File: src/tcw_pkg.sv
// Package: shared types, constants and address helpers for the text console writer.
package tcw_pkg;

  localparam int unsigned COLUMNS    = 80;
  localparam int unsigned ROWS       = 25;
  localparam int unsigned CELL_COUNT = ROWS * COLUMNS;

  localparam int unsigned ROW_W  = $clog2(ROWS);
  localparam int unsigned COL_W  = $clog2(COLUMNS);
  localparam int unsigned ADDR_W = $clog2(CELL_COUNT);

  typedef logic [ROW_W-1:0]  row_t;
  typedef logic [COL_W-1:0]  col_t;
  typedef logic [ADDR_W-1:0] addr_t;
  typedef logic [15:0]       cell_t;

  localparam logic [ROW_W:0] ROWS_END   = (ROW_W+1)'(ROWS);
  localparam row_t           LAST_ROW   = row_t'(ROWS - 1);
  localparam col_t           LAST_COL   = col_t'(COLUMNS - 1);
  localparam addr_t          LAST_ADDR  = addr_t'(CELL_COUNT - 1);
  localparam addr_t          ROW_STRIDE = addr_t'(COLUMNS);
  localparam addr_t          LAST_BASE  = addr_t'(CELL_COUNT - COLUMNS);

  localparam cell_t      BLANK_CELL   = 16'h0020;
  localparam logic [7:0] NEWLINE_CODE = 8'd10;

  typedef enum logic [1:0] {
    OP_PUT       = 2'd0,
    OP_BACKSPACE = 2'd1,
    OP_CLEAR     = 2'd2,
    OP_READ      = 2'd3
  } op_e;

  typedef enum logic [2:0] {
    ST_INIT,
    ST_IDLE,
    ST_READ,
    ST_SCROLL,
    ST_FLUSH,
    ST_BLANK
  } state_e;

  typedef struct packed {
    op_e         opcode;
    logic [7:0]  char_code;
    logic [7:0]  color_attr;
    logic [12:0] cell_index;
  } in_item_t;

  typedef struct packed {
    logic [5:0]  cur_row;
    logic [6:0]  cur_col;
    logic [12:0] cur_linear;
    logic [15:0] read_cell;
  } out_item_t;

  typedef struct packed {
    logic  we;
    addr_t waddr;
    cell_t wdata;
    logic  re;
    addr_t raddr;
  } ram_req_t;

  function automatic addr_t cell_addr(row_t row, col_t col);
    cell_addr = addr_t'(int'(row) * COLUMNS + int'(col));
  endfunction

  function automatic logic [12:0] linear_pos(row_t row, col_t col);
    linear_pos = 13'(int'(row) * COLUMNS + int'(col));
  endfunction

endpackage

File: src/tcw_ctrl.sv
// Controller: cursor registers, operation sequencer and store sweeps.
module tcw_ctrl (
  input  logic               clk_i,
  input  logic               rst_ni,
  input  logic               accept_i,
  input  tcw_pkg::in_item_t  in_i,
  input  tcw_pkg::cell_t     rdata_i,
  output tcw_pkg::ram_req_t  req_o,
  output logic               idle_o,
  output logic               res_valid_o,
  output tcw_pkg::out_item_t res_o
);

  tcw_pkg::state_e state_q, state_d;
  tcw_pkg::row_t   row_q, row_d;
  tcw_pkg::col_t   col_q, col_d;
  tcw_pkg::addr_t  ptr_q, ptr_d;
  logic            cp_valid_q, cp_valid_d;
  tcw_pkg::addr_t  cp_addr_q, cp_addr_d;

  logic [tcw_pkg::ROW_W:0] row_nx;
  tcw_pkg::col_t           col_nx;
  tcw_pkg::row_t           bs_row;
  tcw_pkg::col_t           bs_col;
  tcw_pkg::cell_t          res_cell;

  always_ff @(posedge clk_i or negedge rst_ni) begin
    if (!rst_ni) begin
      state_q    <= tcw_pkg::ST_INIT;
      row_q      <= '0;
      col_q      <= '0;
      ptr_q      <= '0;
      cp_valid_q <= 1'b0;
    end else begin
      state_q    <= state_d;
      row_q      <= row_d;
      col_q      <= col_d;
      ptr_q      <= ptr_d;
      cp_valid_q <= cp_valid_d;
    end
  end

  always_ff @(posedge clk_i) begin
    cp_addr_q <= cp_addr_d;
  end

  always_comb begin
    state_d     = state_q;
    row_d       = row_q;
    col_d       = col_q;
    ptr_d       = ptr_q;
    cp_valid_d  = cp_valid_q;
    cp_addr_d   = cp_addr_q;
    req_o       = '0;
    res_valid_o = 1'b0;
    res_cell    = '0;
    row_nx      = {1'b0, row_q};
    col_nx      = col_q;
    bs_row      = row_q;
    bs_col      = col_q;

    case (state_q)
      tcw_pkg::ST_INIT: begin
        req_o.we    = 1'b1;
        req_o.waddr = ptr_q;
        req_o.wdata = tcw_pkg::BLANK_CELL;
        if (ptr_q == tcw_pkg::LAST_ADDR) begin
          ptr_d   = '0;
          state_d = tcw_pkg::ST_IDLE;
        end else begin
          ptr_d = ptr_q + tcw_pkg::addr_t'(1);
        end
      end

      tcw_pkg::ST_IDLE: begin
        if (accept_i) begin
          case (in_i.opcode)
            tcw_pkg::OP_PUT: begin
              if (in_i.char_code == tcw_pkg::NEWLINE_CODE) begin
                col_nx = '0;
                row_nx = {1'b0, row_q} + (tcw_pkg::ROW_W+1)'(1);
              end else begin
                req_o.we    = 1'b1;
                req_o.waddr = tcw_pkg::cell_addr(row_q, col_q);
                req_o.wdata = {in_i.color_attr, in_i.char_code};
                if (col_q == tcw_pkg::LAST_COL) begin
                  col_nx = '0;
                  row_nx = {1'b0, row_q} + (tcw_pkg::ROW_W+1)'(1);
                end else begin
                  col_nx = col_q + tcw_pkg::col_t'(1);
                end
              end
              col_d = col_nx;
              if (row_nx == tcw_pkg::ROWS_END) begin
                // Cursor fell off the bottom: scroll first, report afterwards
                row_d      = tcw_pkg::LAST_ROW;
                ptr_d      = tcw_pkg::ROW_STRIDE;
                cp_valid_d = 1'b0;
                state_d    = tcw_pkg::ST_SCROLL;
              end else begin
                row_d       = row_nx[tcw_pkg::ROW_W-1:0];
                res_valid_o = 1'b1;
              end
            end
            tcw_pkg::OP_BACKSPACE: begin
              if (col_q != '0) begin
                bs_col = col_q - tcw_pkg::col_t'(1);
              end else if (row_q != '0) begin
                bs_row = row_q - tcw_pkg::row_t'(1);
                bs_col = tcw_pkg::LAST_COL;
              end
              req_o.we    = 1'b1;
              req_o.waddr = tcw_pkg::cell_addr(bs_row, bs_col);
              req_o.wdata = tcw_pkg::BLANK_CELL;
              row_d       = bs_row;
              col_d       = bs_col;
              res_valid_o = 1'b1;
            end
            tcw_pkg::OP_CLEAR: begin
              row_d   = '0;
              col_d   = '0;
              ptr_d   = '0;
              state_d = tcw_pkg::ST_BLANK;
            end
            tcw_pkg::OP_READ: begin
              if (int'(in_i.cell_index) < int'(tcw_pkg::CELL_COUNT)) begin
                req_o.re    = 1'b1;
                req_o.raddr = in_i.cell_index[tcw_pkg::ADDR_W-1:0];
                state_d     = tcw_pkg::ST_READ;
              end else begin
                res_valid_o = 1'b1;
              end
            end
            default: begin
              res_valid_o = 1'b1;
            end
          endcase
        end
      end

      tcw_pkg::ST_READ: begin
        res_valid_o = 1'b1;
        res_cell    = rdata_i;
        state_d     = tcw_pkg::ST_IDLE;
      end

      tcw_pkg::ST_SCROLL: begin
        // Read one row below, write back the previous read one row up
        req_o.re    = 1'b1;
        req_o.raddr = ptr_q;
        req_o.we    = cp_valid_q;
        req_o.waddr = cp_addr_q;
        req_o.wdata = rdata_i;
        cp_valid_d  = 1'b1;
        cp_addr_d   = ptr_q - tcw_pkg::ROW_STRIDE;
        if (ptr_q == tcw_pkg::LAST_ADDR) begin
          state_d = tcw_pkg::ST_FLUSH;
        end else begin
          ptr_d = ptr_q + tcw_pkg::addr_t'(1);
        end
      end

      tcw_pkg::ST_FLUSH: begin
        req_o.we    = 1'b1;
        req_o.waddr = cp_addr_q;
        req_o.wdata = rdata_i;
        cp_valid_d  = 1'b0;
        ptr_d       = tcw_pkg::LAST_BASE;
        state_d     = tcw_pkg::ST_BLANK;
      end

      tcw_pkg::ST_BLANK: begin
        req_o.we    = 1'b1;
        req_o.waddr = ptr_q;
        req_o.wdata = tcw_pkg::BLANK_CELL;
        if (ptr_q == tcw_pkg::LAST_ADDR) begin
          res_valid_o = 1'b1;
          ptr_d       = '0;
          state_d     = tcw_pkg::ST_IDLE;
        end else begin
          ptr_d = ptr_q + tcw_pkg::addr_t'(1);
        end
      end

      default: begin
        state_d = tcw_pkg::ST_IDLE;
      end
    endcase
  end

  assign idle_o = (state_q == tcw_pkg::ST_IDLE);

  always_comb begin
    res_o.cur_row    = 6'(row_d);
    res_o.cur_col    = 7'(col_d);
    res_o.cur_linear = tcw_pkg::linear_pos(row_d, col_d);
    res_o.read_cell  = res_cell;
  end

endmodule

File: config.mk
export PLATFORM = sky130hd
export DESIGN_NAME = tcw_ctrl
export DESIGN_NICKNAME = d
export VERILOG_FILES = /design/src/tcw_pkg.sv /design/src/tcw_ctrl.sv
export SDC_FILE = /design/constraint.sdc
export NUM_CORES = 1
export LEC_CHECK = 0
export BUFFER_PORTS_ARGS = -buffer_cell sky130_fd_sc_hd__buf_4
export CORE_UTILIZATION = 47
export CTS_CLUSTER_SIZE = 20
export DETAILED_ROUTE_END_ITERATION = 7
export PLACE_DENSITY = 0.88
export REMOVE_ABC_BUFFERS = 1
export SYNTH_ARGS = -nofsm -noshare
export SYNTH_HDL_FRONTEND = slang
export SYNTH_SLANG_ARGS = --single-unit
File: constraint.sdc
create_clock -name clk_i -period 8.72 [get_ports clk_i]
set_input_delay 2.616 -clock clk_i [delete_from_list [all_inputs] [get_ports clk_i]]
set_output_delay 2.616 -clock clk_i [all_outputs]
set_load 0.1 [all_outputs]
### Yosys cells after proc, flatten, opt, wreduce, memory -nomap -nowiden

Index checks and enable logic that the tools add are counted.

| storage, ports and cells | value |
|---|---|
| output and inout bits | 84 |
| word-level logic and storage cells | 106 |
| bits in registers | 38 |
| bits of input ports | 50 |

| cells by class | value |
|---|---|
| multiply operators | 3 |
| magnitude comparators | 1 |
| reductions and logical operators | 10 |
| multiplexer cells | 55 |
| equality and inequality tests | 22 |
| $add $sub $neg | 9 |

Operators with widths:

| cell | count |
|---|---|
| $pmux 28 s4 | 1 |
| $mux 7 | 9 |
| $pmux 28 s2 | 1 |
| $mux 11 | 4 |
| $pmux 11 s4 | 1 |
| $mux 40 | 1 |
| $mux 5 | 8 |
| $mux 6 | 5 |
| $mux 28 | 1 |
| $mux 12 | 2 |
| $pmux 12 s2 | 1 |
| $add 11x7->11 | 2 |
| $pmux 11 s2 | 1 |
| $pmux 7 s3 | 1 |
| $mux 16 | 1 |
| $mux 3 | 5 |
| $pmux 5 s3 | 1 |
| $mul 5x3->7 const B | 2 |
| $add 12x7->13 | 1 |
| $lt 13x11->1 const B | 1 |
| $pmux 3 s4 | 1 |
| $add 11x1->11 const B | 1 |
| $eq 11x11->1 const B | 1 |
| $sub 11x7->11 const B | 1 |
| 31 further kinds | 47 |

### Depth between registers and ports, before layout

Gate-level depths: netlist of the first run.

| depth | value |
|---|---|
| word-level depth | 13 |
| depth in mapped cells | 19 |
| depth with buffers taken out | 18 |

### Worst setup path after synthesis of the first run

OpenSTA, ideal clock, no wires.

| timing path | value |
|---|---|
| kind | in2out |
| start point | in in_i[29] in the netlist's numbering |
| end point | out res_o[25] in the netlist's numbering |
| required time | 6104 ps |
| path slack | -2981 ps |
| arrival | 9085 ps |
| stages on the path | 10 |
| cell sequence | clkbuf_1 -> clkbuf_1 -> a21oi_1 -> o21ai_0 -> ha_1 -> ha_1 -> inv_1 -> fa_1 -> or3b_2 -> xor2_1 |

RTL lines:

| element | RTL line | text |
|---|---|---|
| start: declaration | tcw_ctrl.sv:6 | `input tcw_pkg::in_item_t in_i,` |
| end: declaration | tcw_ctrl.sv:11 | `output tcw_pkg::out_item_t res_o` |

==> results of run 1 <==
[area by class of cell]
cell class,count,area share
multi-input cells,434,0.527
flip-flops and latches,38,0.169
repair buffers,187,0.241
clock buffers,5,0.0115
inverters,34,0.0214
well taps,108,0.0227
clock inverters,3,0.00755
[critical path, delay by kind of cell]
family / cells / cell delay [ps]
compound gates: 3 / 560
xor+xnor: 1 / 210
fa+ha+maj: 3 / 820
buf+inv: 4 / 490
simple gates: 5 / 1430
[registers in the layout (all words and copies together), names as in the netlist]
signal      count
col_q           7
ptr_q          11
cp_valid_q      1
state_q         3
row_q           5
cp_addr_q      11
[what timing repair did]
action | in CTS | in global routing
endpoints found under the setup margin | 3 | 3
setup buffers | 8 | 2
pin swaps | 16 | 2
gates resized for setup | 31 | 8
hold buffers | 0 | 0
hold endpoints to repair | 0 | 0
[path summary, 6_finish.rpt]
path,endpoint,slack [ps],cells after the start,startpoint
max,res_o[27],-20,16,in_i[23]
min,cp_valid_q,540,1,cp_valid_q
max reg2reg,row_q[1],5480,8,row_q[0]
min reg2reg,cp_valid_q,540,1,cp_valid_q
max in group asynchronous,ptr_q[4],6200,1,rst_ni
min in group asynchronous,col_q[0],2230,1,rst_ni
[layer usage]
metal  GRT usage  vias up  share of wire  routed length, µm
li1            -     2285              -                  -
met1       0.394     2309           0.38               5770
met2       0.529      330           0.47               7170
met3      0.0482       51          0.099               1500
met4       0.148        0          0.044                661
met5           0        -              0                  0
[stage by stage]
step / area (µm²) / setup TNS (ps) / worst slack (ps)
after floorplan: 4140 / -23630 / -2950
after global placement: 5610 / -433 / -350
after detailed placement: 5610 / -791 / -476
after CTS: 5910 / 0 / 9.98
after global routing: 5960 / -371 / -170
final: 5960 / -27.0 / -22.8
[placed cells by master, fill, tap and decap left out, types with 6 or more instances in the layout]
master,count
a21o_1,7
fa_1,6
and3_1,6
buf_4,181
nand3_1,14
ha_1,31
a21oi_1,34
o21ai_1,7
inv_1,32
nor2_1,29
dfrtp_1,27
a22oi_1,10
xnor2_1,22
nand2_1,50
edfxtp_1,11
a22o_1,21
o21ai_0,45
nor2b_1,6
or3_1,8
nor3_1,11
xor2_1,12
and2_1,19
[cells by family after synthesis]
logic type,share of synthesized area
flip-flops,0.234
AO/OA/AOI/OAI,0.271
other,0.000873
multiplexers,0.0125
AND/OR/NAND/NOR,0.214
XOR/XNOR,0.0714
buffers and inverters,0.0659
adder cells (fa/ha/maj),0.129
==> impl_metrics.env, run 1 <==
export IMPL_status="finished with violations"
export IMPL_violations="setup timing"
export IMPL_start_util=0.490
export IMPL_drtAntennaViolNets=0
export IMPL_gp_congestion=0.950
export IMPL_numPlacedInstances=792
export IMPL_clock_sinks=38
export IMPL_rsz0062_at_grt="yes"
export IMPL_grtUsageTotal=0.314
export IMPL_hold_violations=0
export IMPL_worst_hold_slack_ps=536
export IMPL_first_iter_violations=473
export IMPL_setup_ws_ps=-22.8
export IMPL_wire_per_inst_um=18.7
export IMPL_critPathCaptureType="output port"
export IMPL_wirelength_um=15100
export IMPL_seq_area_frac_synth=0.234
export IMPL_multi_input_area_mm2=0.00314
export IMPL_crit_type="input port to output port"
export IMPL_synth_top_cells_by_count="nand2_1, o21ai_0, a21oi_1"
export IMPL_dp_hpwl_um=11700
export IMPL_relSlewSlack=0.352
export IMPL_fillers=718
export IMPL_synth_top_area_share=0.157
export IMPL_yosysMostFrequentCell="nand2_1"
export IMPL_finClkSkew_ps=8.72
export IMPL_first_pass_iters=5
export IMPL_syn_cell_area_mm2=0.00429
export IMPL_syn_area_per_cell_um2=8.03
export IMPL_num_antenna_cells=0
export IMPL_io_buffer_count=131
export IMPL_synthFlopType="dfrtp_1"
export IMPL_synth_edf_count=11
export IMPL_seqCellArea_mm2=0.00101
export IMPL_synth_cells=535
export IMPL_drcViolationCount=0
export IMPL_core_mm2=0.00876
export IMPL_report_final_setup_viol=2
export IMPL_antenna_found_initial=0
export IMPL_tightest_slew_ps=970
export IMPL_grt_max_degree=28
export IMPL_clkTransAtPathRegs_ps=90
export IMPL_worstPathMaxFanout=4
export IMPL_netlist_cell_type_count=72
export IMPL_synth_async_reset_ratio=0.711
export IMPL_die_height_um=97.6
export IMPL_syn_to_final_growth_pct=38.9
export IMPL_num_vias=4975
export IMPL_cts_tree="built"
export IMPL_drive_gt1_frac=0.325
export IMPL_clockBufferDepth=2
export IMPL_cts_root_buf="clkbuf_8"
export IMPL_fmax_mhz=114
export IMPL_fin_nets=790
export IMPL_cpMaxStageDelayCell="or4_4"
export IMPL_htreeDepth=2
export IMPL_cts_buffers_inserted=5
export IMPL_cap_violations=0
export IMPL_period_share=1.00
export IMPL_chipWidth_um=97.6
export IMPL_ios=134
export IMPL_timing_final_crit_period_ps=8740
export IMPL_finalMaxSlewViolations=0
export IMPL_grt_pass1_wl_um=24000
export IMPL_utilization=0.680
export IMPL_num_rows=34
export IMPL_synthTopCellsByArea="dfrtp_1, ha_1, edfxtp_1"
export IMPL_clock_latency_ps=300
export IMPL_cp_arrival_ps=6130
export IMPL_yosysTopAreaCell="dfrtp_1"
export IMPL_min_path_type="flip-flop to flip-flop"
export IMPL_cpPeakStageDelay_ps=440
export IMPL_first_global_vias=4758
export IMPL_via_per_inst=6.15
export IMPL_start_kind="input port"
export IMPL_die_area_mm2=0.00952
export IMPL_ys_seq_elements=38
export IMPL_cp_required_ps=6100
export IMPL_crit_path_cell_trace="buf_8 -> nor4bb_4 -> buf_4 -> and2_4 -> o2111ai_4 -> xor2_2 -> a211oi_2 -> o21ai_2 -> ha_2 -> ha_4 -> inv_2 -> fa_1 -> or3b_4 -> or4_4 -> nand3_4 -> buf_12"
export IMPL_layout_cells_non_filler=809
export IMPL_synth_warnings=0
export IMPL_grt_overflow_total=0
Power of run 1 is left out: the tool's default activity adds up to more than one toggle a clock period on the data nets, which glitch-free logic cannot reach.
==> inputs of run 2 (changes only) <==
--- a/config.mk
+++ b/config.mk
@@ -12,5 +12,7 @@
 export PLACE_DENSITY = 0.88
 export REMOVE_ABC_BUFFERS = 1
+export SLEW_MARGIN = 10
 export SYNTH_ARGS = -nofsm -noshare
 export SYNTH_HDL_FRONTEND = slang
 export SYNTH_SLANG_ARGS = --single-unit
+export TNS_END_PERCENT = 30
==> constraint.sdc (replaced) <==
create_clock -name clk_i -period 8.72 [get_ports clk_i]
set_input_delay 0.436 -clock clk_i [delete_from_list [all_inputs] [get_ports clk_i]]
set_output_delay 0.436 -clock clk_i [all_outputs]
set_load 0.1 [all_outputs]
==> run 2 against run 1 <==
Against the previous run:
- the flow now finishes without violations
- design area is 9.7% lower
- non-clock buffer count is 51 lower
- highest routed layer unchanged
- cell count is 6.3% lower
- die area stayed put
- first-iteration DRC count is 12% lower
==> impl_metrics.env, run 2 (same netlist as run 1, synthesis figures left out) <==
export IMPL_crit_type="flip-flop to output port"
export IMPL_num_rows=34
export IMPL_relSlewSlack=0.260
export IMPL_cap_violations=0
export IMPL_cp_arrival_ps=5610
export IMPL_cts_tree="built"
export IMPL_finalMaxSlewViolations=0
export IMPL_clkTransAtPathRegs_ps=80
export IMPL_r2r_end="state_q[2]"
export IMPL_report_final_setup_viol=0
export IMPL_cts_root_buf="clkbuf_8"
export IMPL_clock_sinks=38
export IMPL_r2r_slack_ps=5690
export IMPL_hold_violations=0
export IMPL_ctsHoldBuffers=0
export IMPL_status="completed"
export IMPL_cts_buffers_inserted=5
export IMPL_start_kind="flip-flop"
export IMPL_gp_congestion=0.992
export IMPL_final_common_cell="buf_4"
export IMPL_worstPathMaxFanout=9
export IMPL_finClkSkew_ps=6.88
export IMPL_fin_nets=739
export IMPL_fmax_mhz=165
export IMPL_rsz0062_at_grt="no"
export IMPL_period_share=0.694
export IMPL_via_per_inst=6.09
export IMPL_r2r_start="state_q[0]"
export IMPL_start_util=0.490
export IMPL_num_antenna_cells=0
export IMPL_dp_hpwl_um=11100
export IMPL_largest_registers="cp_addr_q x11, ptr_q x11, col_q x7"
export IMPL_critPathCaptureType="output port"
export IMPL_grt_overflow_total=0
export IMPL_ios=134
export IMPL_chipWidth_um=97.6
export IMPL_drcViolationCount=0
export IMPL_grt_pass1_wl_um=22600
export IMPL_grtUsageTotal=0.295
export IMPL_htreeDepth=2
export IMPL_drtAntennaViolNets=0
export IMPL_first_pass_iters=6
export IMPL_post_cts_buffers=0
export IMPL_syn_to_final_growth_pct=25.4
export IMPL_die_height_um=97.6
export IMPL_startpoint="row_q[0]"
export IMPL_io_buffer_count=131
export IMPL_antenna_found_initial=0
export IMPL_timing_final_crit_period_ps=6050
export IMPL_grt_max_degree=28
export IMPL_numPlacedInstances=750
export IMPL_worst_hold_slack_ps=47.7
export IMPL_cp_required_ps=8280
export IMPL_die_area_mm2=0.00952
export IMPL_cts_resized=0
export IMPL_layout_cells_non_filler=758
export IMPL_clock_latency_ps=300
export IMPL_wire_per_inst_um=18.6
export IMPL_min_path_type="input port to async pin"
export IMPL_worstRegToRegCells=8
export IMPL_first_global_vias=4430
export IMPL_drive_gt1_frac=0.243
export IMPL_setup_worst_path_end="res_o[27]"
export IMPL_tightest_slew_ps=1100
export IMPL_clockBufferDepth=2
export IMPL_first_iter_violations=414
export IMPL_core_mm2=0.00876
export IMPL_num_vias=4617
export IMPL_wirelength_um=14100
export IMPL_mostFrequentLayoutCells="buf_4, nand2_1, o21ai_0"
## run 2: cell types whose count changed in the layout (fill, tap and decap cells not counted), moves of 2 or more
cell     before  now
buf_4       181  136
ha_1         31   34
ha_4          2    0
o21ai_1       7    5
o21ai_0      45   48
nand2_1      50   53
buf_6         4    0
nand2_2       2    0
## run 2: layout make-up
cell class | count | area [µm²]
Clock inverter | 3 | 16.3
Inverter | 34 | 128
Tap cell | 108 | 135
Clock buffer | 5 | 68.8
Multi-Input combinational cell | 434 | 3010
Fill cell | 777 | 3380
Sequential cell | 38 | 1010
Timing Repair Buffer | 136 | 1020
## run 2: worst min-delay path by stage
stage	end	slack [ps]	depth (start not counted)
finish	col_q[2]	50	1
global placement	col_q[0]	370	1
global route	col_q[1]	70	1
detailed placement	col_q[1]	380	1
floorplan	col_q[0]	140	0
CTS	col_q[1]	50	1
## run 2: worst max-delay path: stages, from the launching register on
cell	delay, ps
dfrtp_1	500
inv_1	210
ha_1	280
or4b_2	610
and3_1	310
a21oi_1	470
a211o_1	200
o21ai_0	70
buf_4	190
ha_1	280
ha_1	230
inv_1	70
fa_1	460
or3b_2	540
or4_1	510
nand3_1	100
buf_4	290
## run 2: per-layer routing
| metal | GRT usage | vias to the layer above | routed length (µm) |
|---|---|---|---|
| met2 | 0.487 | 255 | 6630 |
| li1 | - | 2188 | - |
| met5 | 0 | - | 0 |
| met4 | 0.109 | 0 | 407 |
| met1 | 0.385 | 2143 | 5660 |
| met3 | 0.0511 | 31 | 1390 |
## run 2: stage by stage
| step | setup TNS (ps) | util | worst slack [ps] | cell area [µm²] |
|---|---|---|---|---|
| after floorplan | -175 | - | -95.8 | 4140 |
| after global routing | 0 | 0.614 | 2440 | 5380 |
| after CTS | 0 | 0.614 | 2710 | 5380 |
| final | 0 | 0.614 | 2670 | 5380 |
| after detailed placement | 0 | 0.605 | 3050 | 5300 |
| after global placement | 0 | 0.605 | 3150 | 5300 |
Power of run 2 is left out for the same reason.
==> inputs of run 3 (changes only) <==
- clock period: 8.72 -> 5 ns (I/O delays scaled with it)
==> run 3 against run 2 <==
Against the previous run:
- sequential cell count is the same
- die area unchanged
- first-iteration DRC count is 50% higher
- global-route usage rose by 0.90 points
- utilization is 3.2 points higher
- sequential share of layout area fell by 0.87 points
- setup slack worse by 2600 ps
- clock-buffer cell count unchanged
- critical path type unchanged
- largest cell class unchanged
==> impl_metrics.env, run 3 (same netlist as run 1, synthesis figures left out) <==
export IMPL_pre_cts_ws_ps=47.6
export IMPL_fmax_mhz=205
export IMPL_cts_tree="built"
export IMPL_grt_pass1_wl_um=23400
export IMPL_cp_required_ps=4750
export IMPL_timing_final_crit_period_ps=4880
export IMPL_worstRegToRegCells=8
export IMPL_grtUsageTotal=0.304
export IMPL_clkTransAtPathRegs_ps=100
export IMPL_via_per_inst=6.28
export IMPL_cpPeakStageDelay_ps=540
export IMPL_drive_gt1_frac=0.285
export IMPL_num_vias=4907
export IMPL_io_buffer_count=131
export IMPL_r2r_start="state_q[0]"
export IMPL_cp_arrival_ps=4630
export IMPL_fin_nets=762
export IMPL_final_common_cell="buf_4"
export IMPL_first_iter_violations=621
export IMPL_setup_ws_ps=115
export IMPL_cts_buffers_inserted=5
export IMPL_wirelength_um=14400
export IMPL_critPathTopFamily="simple AND/OR/NAND/NOR gates"
export IMPL_first_pass_iters=5
export IMPL_ios=134
export IMPL_antenna_found_initial=0
export IMPL_clock_sinks=38
export IMPL_period_share=0.977
export IMPL_relSlewSlack=0.393
export IMPL_clockBufferDepth=2
export IMPL_finClkSkew_ps=13.4
export IMPL_chipWidth_um=97.6
export IMPL_drcViolationCount=0
export IMPL_die_height_um=97.6
export IMPL_crit_type="flip-flop to output port"
export IMPL_num_antenna_cells=0
export IMPL_cts_root_buf="clkbuf_8"
export IMPL_whs_endpoint="state_q[2]"
export IMPL_start_kind="flip-flop"
export IMPL_cpMaxStageDelayCell="or4_1"
export IMPL_r2r_slack_ps=1870
export IMPL_first_global_vias=4880
export IMPL_grt_overflow_total=0
export IMPL_fillers=739
export IMPL_report_final_setup_viol=0
export IMPL_critical_path_buf_inv_count=3
export IMPL_status="completed"
export IMPL_start_util=0.490
export IMPL_min_path_type="input port to flip-flop"
export IMPL_worstPathMaxFanout=5
export IMPL_syn_to_final_growth_pct=31.8
export IMPL_hold_violations=0
export IMPL_htreeDepth=2
export IMPL_path_depth=17
export IMPL_critPathCaptureType="output port"
export IMPL_crit_path_cell_trace="inv_2 -> ha_1 -> or4b_4 -> and3_4 -> a21oi_2 -> a31oi_1 -> nand2_1 -> o21ai_0 -> a22o_1 -> ha_1 -> ha_1 -> inv_1 -> fa_2 -> or3b_4 -> or4_1 -> nand3_2 -> buf_12"
export IMPL_dp_hpwl_um=11100
export IMPL_cpMostUsedCell="ha_1"
export IMPL_mostFrequentLayoutCells="buf_4, nand2_1, o21ai_0"
export IMPL_largest_registers="cp_addr_q x11, ptr_q x11, col_q x7"
export IMPL_whs_path_depth=3
export IMPL_grt_max_degree=28
export IMPL_core_mm2=0.00876
export IMPL_gp_congestion=1.05
export IMPL_startpoint="row_q[1]"
export IMPL_wire_per_inst_um=18.4
export IMPL_die_area_mm2=0.00952
export IMPL_clock_latency_ps=320
export IMPL_tightest_slew_ps=908
export IMPL_num_rows=34
export IMPL_hold_path_startpoint="accept_i"
export IMPL_finalMaxSlewViolations=0
export IMPL_drtAntennaViolNets=0
export IMPL_r2r_end="state_q[2]"
export IMPL_cap_violations=0
==> run 3: cell type report <==
cell class	instances	area (µm²)	area share
multi-input combinational	434	3040	0.537
clock buffer	5	68.8	0.0122
tap	108	135	0.0239
timing repair buffer	159	1210	0.214
sequential	38	1010	0.178
inverter	34	128	0.0225
clock inverter	3	68.8	0.0122
==> run 3: what timing repair did <==
action	in CTS	in global routing
hold buffers	1	0
gates resized for setup	8	11
endpoints found under the setup margin	2	2
buffers inserted	1	1
pin swaps	1	2
hold endpoints to repair	27	0
==> run 3: worst reg2reg max path, cell delays in order (launching register included) <==
cell	delay [ps]
dfrtp_1	480
nor2b_1	190
nand2_1	310
clkinv_1	640
o21ai_1	600
nand2_1	110
a211o_1	290
o31ai_1	260
o32ai_1	140
==> run 3: routing by layer <==
metal / wire length [µm] / up-vias / GRT usage
met5: 0 / - / 0
met4: 571 / 0 / 0.146
met3: 1460 / 58 / 0.0532
met2: 6860 / 352 / 0.520
met1: 5470 / 2259 / 0.368
li1: - / 2238 / -
==> run 3: how the worst max path moves through the flow <==
stage / endpoint / slack [ps]
finish: res_o[27] / 120
global route: res_o[27] / -30
CTS: res_o[27] / 20
global placement: res_o[27] / 260
detailed placement: res_o[27] / 50
floorplan: res_o[25] / -3630
==> run 3: metrics by stage <==
step	hold slack (ps)	utilization	TNS [ps]	std cells	cell area, µm²
CTS	325	0.643	0	780	5630
detailed placement	183	0.622	0	770	5450
finish	338	0.646	0	781	5660
floorplan	-45.6	-	-36520	506	4140
global route	350	0.646	-26.2	781	5660
global placement	179	0.622	0	770	5450
Power of run 3 is left out for the same reason.
